--- src/rtl/core/ljpf_pkg.sv ---
// Package for the Lennard-Jones pair force core: widths, register indexes and
// the sideband word that travels down the cell chains. No dependencies.
package ljpf_pkg;

    // Field widths of the ports.
    localparam int POS_WIDTH    = 32;
    localparam int RESULT_WIDTH = 48;
    localparam int CFG_W        = 32;
    localparam int IDX_W        = 3;

    // Displacement and squared distance widths.
    localparam int D_W      = POS_WIDTH + 2;
    localparam int DMAG_W   = POS_WIDTH + 1;
    localparam int SQ_W     = 2 * DMAG_W;
    localparam int SUM_W    = SQ_W + 2;
    localparam int RAD_SHIFT = 4;
    localparam int RAD_W    = SUM_W + RAD_SHIFT;

    // Square root chain: one root bit per cell.
    localparam int ROOT_W     = RAD_W / 2;
    localparam int SQRT_CELLS = ROOT_W;
    localparam int SQ_REM_W   = ROOT_W + 3;

    // Distance r after the shift is added.
    localparam int R_W = ((ROOT_W > CFG_W) ? ROOT_W : CFG_W) + 1;

    // Q32.32 magnitudes and the divider chain: one quotient bit per cell.
    localparam int Q_W       = 64;
    localparam int HALF_W    = Q_W / 2;
    localparam int DIV_CELLS = Q_W;
    localparam int IR_SHIFT  = 56;
    localparam int DMAG_SHIFT = 10;
    localparam int E_SHIFT   = 8;
    localparam int OUT_SHIFT = 8;

    // Configuration register indexes.
    localparam logic [IDX_W-1:0] CFG_SIGMA     = 3'd0;
    localparam logic [IDX_W-1:0] CFG_EPSILON   = 3'd1;
    localparam logic [IDX_W-1:0] CFG_SHIFT     = 3'd2;
    localparam logic [IDX_W-1:0] CFG_THIRD_LAW = 3'd3;
    localparam logic [IDX_W-1:0] CFG_POT_EN    = 3'd4;
    localparam logic [IDX_W-1:0] CFG_PRESS_EN  = 3'd5;

    // Per-pair data that rides along with the arithmetic.
    typedef struct packed {
        logic [2:0][DMAG_W-1:0] dmag;
        logic [2:0]             dneg;
        logic                   rzero;
    } t_side;

endpackage

--- src/rtl/core/ljpf_div_cell.sv ---
// One cell of the divider chain: one quotient bit per cycle for the two
// divisions sigma/r and 1/r that share the divisor. Depends on ljpf_pkg.
module ljpf_div_cell (
    input  logic                     i_clk,
    input  logic                     i_rst_n,
    input  logic                     i_vld,
    input  logic [ljpf_pkg::Q_W-1:0] i_num_t,
    input  logic [ljpf_pkg::Q_W-1:0] i_num_i,
    input  logic [ljpf_pkg::R_W-1:0] i_rem_t,
    input  logic [ljpf_pkg::R_W-1:0] i_rem_i,
    input  logic [ljpf_pkg::Q_W-1:0] i_quo_t,
    input  logic [ljpf_pkg::Q_W-1:0] i_quo_i,
    input  logic [ljpf_pkg::R_W-1:0] i_den,
    input  ljpf_pkg::t_side          i_side,
    output logic                     o_vld,
    output logic [ljpf_pkg::Q_W-1:0] o_num_t,
    output logic [ljpf_pkg::Q_W-1:0] o_num_i,
    output logic [ljpf_pkg::R_W-1:0] o_rem_t,
    output logic [ljpf_pkg::R_W-1:0] o_rem_i,
    output logic [ljpf_pkg::Q_W-1:0] o_quo_t,
    output logic [ljpf_pkg::Q_W-1:0] o_quo_i,
    output logic [ljpf_pkg::R_W-1:0] o_den,
    output ljpf_pkg::t_side          o_side
);
    import ljpf_pkg::*;

    logic [R_W:0]   n_sh_t;
    logic [R_W:0]   n_sh_i;
    logic [R_W:0]   n_dv;
    logic           n_take_t;
    logic           n_take_i;
    logic           r_vld;
    logic [Q_W-1:0] r_num_t;
    logic [Q_W-1:0] r_num_i;
    logic [R_W-1:0] r_rem_t;
    logic [R_W-1:0] r_rem_i;
    logic [Q_W-1:0] r_quo_t;
    logic [Q_W-1:0] r_quo_i;
    logic [R_W-1:0] r_den;
    t_side          r_side;

    // Restoring step on both lanes.
    always_comb begin
        n_sh_t   = {i_rem_t, i_num_t[Q_W-1]};
        n_sh_i   = {i_rem_i, i_num_i[Q_W-1]};
        n_dv     = {1'b0, i_den};
        n_take_t = (n_sh_t >= n_dv);
        n_take_i = (n_sh_i >= n_dv);
    end

    // Valid bit.
    always_ff @(posedge i_clk) begin
        if (!i_rst_n) begin
            r_vld <= 1'b0;
        end else begin
            r_vld <= i_vld;
        end
    end

    // Payload hand-off to the next cell.
    always_ff @(posedge i_clk) begin
        r_num_t <= i_num_t << 1;
        r_num_i <= i_num_i << 1;
        r_rem_t <= n_take_t ? R_W'(n_sh_t - n_dv) : n_sh_t[R_W-1:0];
        r_rem_i <= n_take_i ? R_W'(n_sh_i - n_dv) : n_sh_i[R_W-1:0];
        r_quo_t <= {i_quo_t[Q_W-2:0], n_take_t};
        r_quo_i <= {i_quo_i[Q_W-2:0], n_take_i};
        r_den   <= i_den;
        r_side  <= i_side;
    end

    assign o_vld   = r_vld;
    assign o_num_t = r_num_t;
    assign o_num_i = r_num_i;
    assign o_rem_t = r_rem_t;
    assign o_rem_i = r_rem_i;
    assign o_quo_t = r_quo_t;
    assign o_quo_i = r_quo_i;
    assign o_den   = r_den;
    assign o_side  = r_side;

    // With a nonzero divisor both remainders stay below it.
    a_rem_bound: assert property (@(posedge i_clk) disable iff (!i_rst_n)
        (o_vld && (o_den != '0)) |-> ((o_rem_t < o_den) && (o_rem_i < o_den)))
        else $error("divider cell remainder not below divisor");

endmodule

--- config.mk ---
export PLATFORM = sky130hd
export DESIGN_NAME = ljpf_div_cell
export DESIGN_NICKNAME = d
export VERILOG_FILES = /design/src/rtl/core/ljpf_pkg.sv /design/src/rtl/core/ljpf_div_cell.sv
export SDC_FILE = /design/constraint.sdc
export NUM_CORES = 1
export LEC_CHECK = 0
export BUFFER_PORTS_ARGS = -buffer_cell sky130_fd_sc_hd__buf_4
export CAP_MARGIN = 40
export CORE_AREA = 2 2 366 368
export DETAILED_ROUTE_END_ITERATION = 16
export DIE_AREA = 0 0 368 370
export GPL_TIMING_DRIVEN = 0
export SLEW_MARGIN = 20
export SYNTH_ARGS = -nofsm -noshare
export SYNTH_HDL_FRONTEND = slang
export SYNTH_SLANG_ARGS = --single-unit
export TNS_END_PERCENT = 1
--- constraint.sdc ---
create_clock -name i_clk -period 3.3 [get_ports i_clk]
set_clock_uncertainty 0.1 [all_clocks]
set_input_delay 0.33 -clock i_clk [delete_from_list [all_inputs] [get_ports i_clk]]
set_output_delay 0.33 -clock i_clk [all_outputs]
set_load 0.05 [all_outputs]
==> run summary <==
In the finished design, the share of the clock period the worst path needs comes to 98.5%. The worst setup path is of the input pin to flop kind. Most used standard cell by instance count after synthesis: dfxtp_1. The run gives 0.0141 µW as the leakage dissipation.

Clock slew seen by the registers of the worst setup and hold paths: 0.05 ns. The final cell count without fillers is 4,584, and the pin count of the biggest net entering global routing is 14. The run gives 5 as the length of the first detailed-routing pass in iterations. Data on the critical path arrives at its endpoint at 3.66 ns.

For the worst setup path, the data required time is 3.71 ns. The global-route wire length before repair came out at 169,000 µm. By area the synthesized netlist is led by dfxtp_1, ha_1, o21ai_0, nand2_1, xnor2_1. The die is 368 µm wide. CTS built an H-tree with a depth of 3. Of the post-synthesis cell area, the dominant cell type holds 65.0%. The initial antenna violation count is 80, and the biggest fanout along the worst timing path is 4.

Detailed placement ended at an HPWL of 117,000 µm. From synthesis to final layout, the design area changed by 116%. Ranked by instance count, the synthesized netlist is headed by dfxtp_1, nand2_1, o21ai_0, ha_1, a21oi_1. After the last flow step, the layout net total stands at 3,300. The fraction of registers with async set/reset was 0%; the via count of the first global-routing pass was 16,570. The area of the core is 132,000 µm², and the number of synthesized flops with an enable pin is 0. The tools report the worst ir drop on vdd as 377 µV. The netlist uses 66 different library cells. The Yosys step of the flow raised 0 warnings. Sequential cells were found to cover 65.0% of the synthesized design area. For the worst slew margin relative to its limit, the log shows 43.8%.

Number of top-level design ports: 944. The number of max-slew violations in the final report came out at 0. Path type of the worst min-delay path: input pin to flop. In the final routed layout, each cell accounts on average for 29.6 µm. The routed design has 136,000 µm of wire.

dfxtp_1 takes more of the synthesized area than any other cell. The tool flagged a number of max-cap violations equal to 0. The run gives 308 MHz as the highest attainable clock frequency. The tools report the total routing resource utilization after global routing as 19.2%. The full die area was 136,000 µm². Sum of overflow across all layers after global routing: 0. The logs give 0.937 for the final estimated routing congestion in global placement and 469 for the total clock sinks.

Measured on the finished design, the core utilization comes to 23.6%. The launching element type of the critical path was an input pin. For the pin with the worst max-slew slack, the measured transition is 0.843 ns. For the maximum root-to-sink buffer count, the log shows 3. The run gives 0 as the count of nets left with antenna violations after detail routing. For the placed cell count, the log shows 3,965. Synthesis handed over a netlist of 1,255 instances.

Setup repair after global routing could not meet its margin everywhere. The run finished with clean final reports. In this run, synthesis produced a sequential element count of 469. The row count is 134.

The total power per unit cell area is 622 nW/µm². The floorplan step set the die height to 370 µm. The mapped netlist covers 14,500 µm². For the number of design rule violations left after detail routing, the log shows 0. The fraction of final layout cells with drive strength greater than 1 was 40.3%; the count of filler cells inserted in the layout was 14,367. The most used flip-flop cell after synthesis is dfxtp_1.

The final count of hold timing violations came out at 0. For the number of vias after detailed routing, the log shows 15,979. Setup violations remaining at the end of the flow were counted as 0. Counting I/O delays and the setup requirement, the final critical path takes 3.25 ns. The detailed router finished its first iteration with 760 violations. Buffers inserted during clock tree synthesis total 66.

TritonCTS built the clock tree. The worst setup path is captured at a flop. The hold-critical path depth was 3. The starting density of the core was 10.9%. Clock tree synthesis selected as its root buffer the cell clkbuf_16.

Port buffering added 939 buffers. In the routed layout, each cell is associated on average with a via count of 3.49. The end of the worst hold path is o_rem_t[1].

In this run the most critical hold path is launched from i_rem_t[0]. A synthesized cell averages 11.5 µm².
==> critical path, cell delays in order <==
cell and delay, ns:
buf_4 0.12, inv_1 0.05, ha_1 0.17, inv_1 0.06, fa_2 0.35, a21o_1 0.21
a221oi_4 0.37, o21ai_4 0.16, a211o_4 0.38, a21oi_4 0.25, o21ai_4 0.10, a2111o_1 0.41
dlygate4sd3_1 0.57, o211a_1 0.12
==> layout make-up <==
cell class	count	area (µm²)	share of cell area [%]
tap	1768	2210	7.08
inverter	57	218	0.697
antenna	13	32.5	0.104
multi-input combinational	689	4820	15.4
timing repair buffer	1430	11900	38.1
clock inverter	43	664	2.13
buffer	38	216	0.693
sequential	469	9390	30.0
clock buffer	77	1780	5.71
==> metrics by stage <==
stage / total power, µW / setup TNS, ns / worst slack [ns] / instance area, µm² / hold WS, ns
floorplan: 8820 / 0 / 0.0237 / 14500 / 0.258
global placement: 10800 / -106.32 / -1.76 / 23700 / 0.334
detailed placement: 10800 / -105.83 / -1.75 / 23700 / 0.336
CTS: 19800 / -0.121 / -0.0642 / 31000 / -0.193
global route: 20200 / -0.0154 / -0.00629 / 31200 / 0.0152
finish: 19400 / 0 / 0.0491 / 31200 / 0.0255
==> registers in the layout, summed over array words and instances (netlist names) <==
signal   flops
o_side     103
o_quo_i     64
o_quo_t     64
o_num_i     63
o_num_t     63
o_den       37
o_rem_i     37
o_rem_t     37
o_vld        1
==> cells in the final DEF (no fill, tap or decap), types with 8 or more instances in the layout <==
master | Yosys | routed
o21a_1 | 13 | 13
o21ai_2 | 1 | 8
o21ai_1 | 17 | 11
a21o_1 | 38 | 38
nor2b_1 | 8 | 8
bufinv_16 | 0 | 13
o21ai_0 | 85 | 81
o21bai_1 | 12 | 12
ha_1 | 74 | 74
xnor2_1 | 39 | 39
buf_4 | 7 | 959
clkbuf_16 | 0 | 66
dlygate4sd3_1 | 0 | 471
a21oi_1 | 61 | 59
and3_1 | 11 | 11
dfxtp_1 | 469 | 469
inv_1 | 56 | 55
diode_2 | 0 | 13
nor3_1 | 8 | 8
nand2_1 | 104 | 104
nand3_1 | 19 | 19
clkbuf_1 | 28 | 25
nand4_1 | 19 | 19
clkinvlp_4 | 0 | 10
xor2_1 | 26 | 26
clkbuf_8 | 0 | 9
a31oi_1 | 14 | 13
nor2_1 | 39 | 38
==> report_power, final <==
part	internal, µW	switching, µW
registers	6120	157
logic	1770	3280
clock network	4970	3130
==> timing repair <==
action | CTS | global route
hold endpoints to repair | 466 | 3
pin swaps | 5 | 7
gates resized for setup | 27 | 23
hold buffers | 468 | 3
cloned | 0 | 1
endpoints found under the setup margin | 75 | 71
setup buffers | 6 | 10
==> worst max-delay path by stage <==
| stage | cells past startpoint | startpoint | slack (ns) | end |
|---|---|---|---|---|
| after floorplan | 13 | i_num_t[63] | 0.02 | o_rem_t[1] |
| after global placement | 16 | i_num_t[63] | -1.76 | o_rem_t[27] |
| after detailed placement | 16 | i_num_t[63] | -1.75 | o_rem_t[27] |
| after CTS | 16 | i_num_t[63] | -0.06 | o_rem_t[26] |
| after global routing | 12 | i_den[1] | -0.006 | o_rem_i[29] |
| final | 14 | i_num_i[63] | 0.05 | o_rem_i[36] |
==> routing by layer <==
layer / vias up / wire (µm) / GRT usage, %
met5: - / 137 / 0
met4: 22 / 3200 / 3.64
met3: 193 / 21000 / 13.6
met2: 850 / 61600 / 31.1
met1: 7563 / 49800 / 20.5
li1: 7351 / - / -
==> kinds of logic after synthesis <==
kind of cell             share of synthesized area (%)
XOR/XNOR                                          3.94
AO/OA/AOI/OAI                                     13.3
adder cells (fa/ha/maj)                           6.68
AND/OR/NAND/NOR                                   7.63
other                                           0.0259
flip-flops                                        65.0
buffers and inverters                             2.82
multiplexers                                     0.615
(Power assumes the default switching activity.)
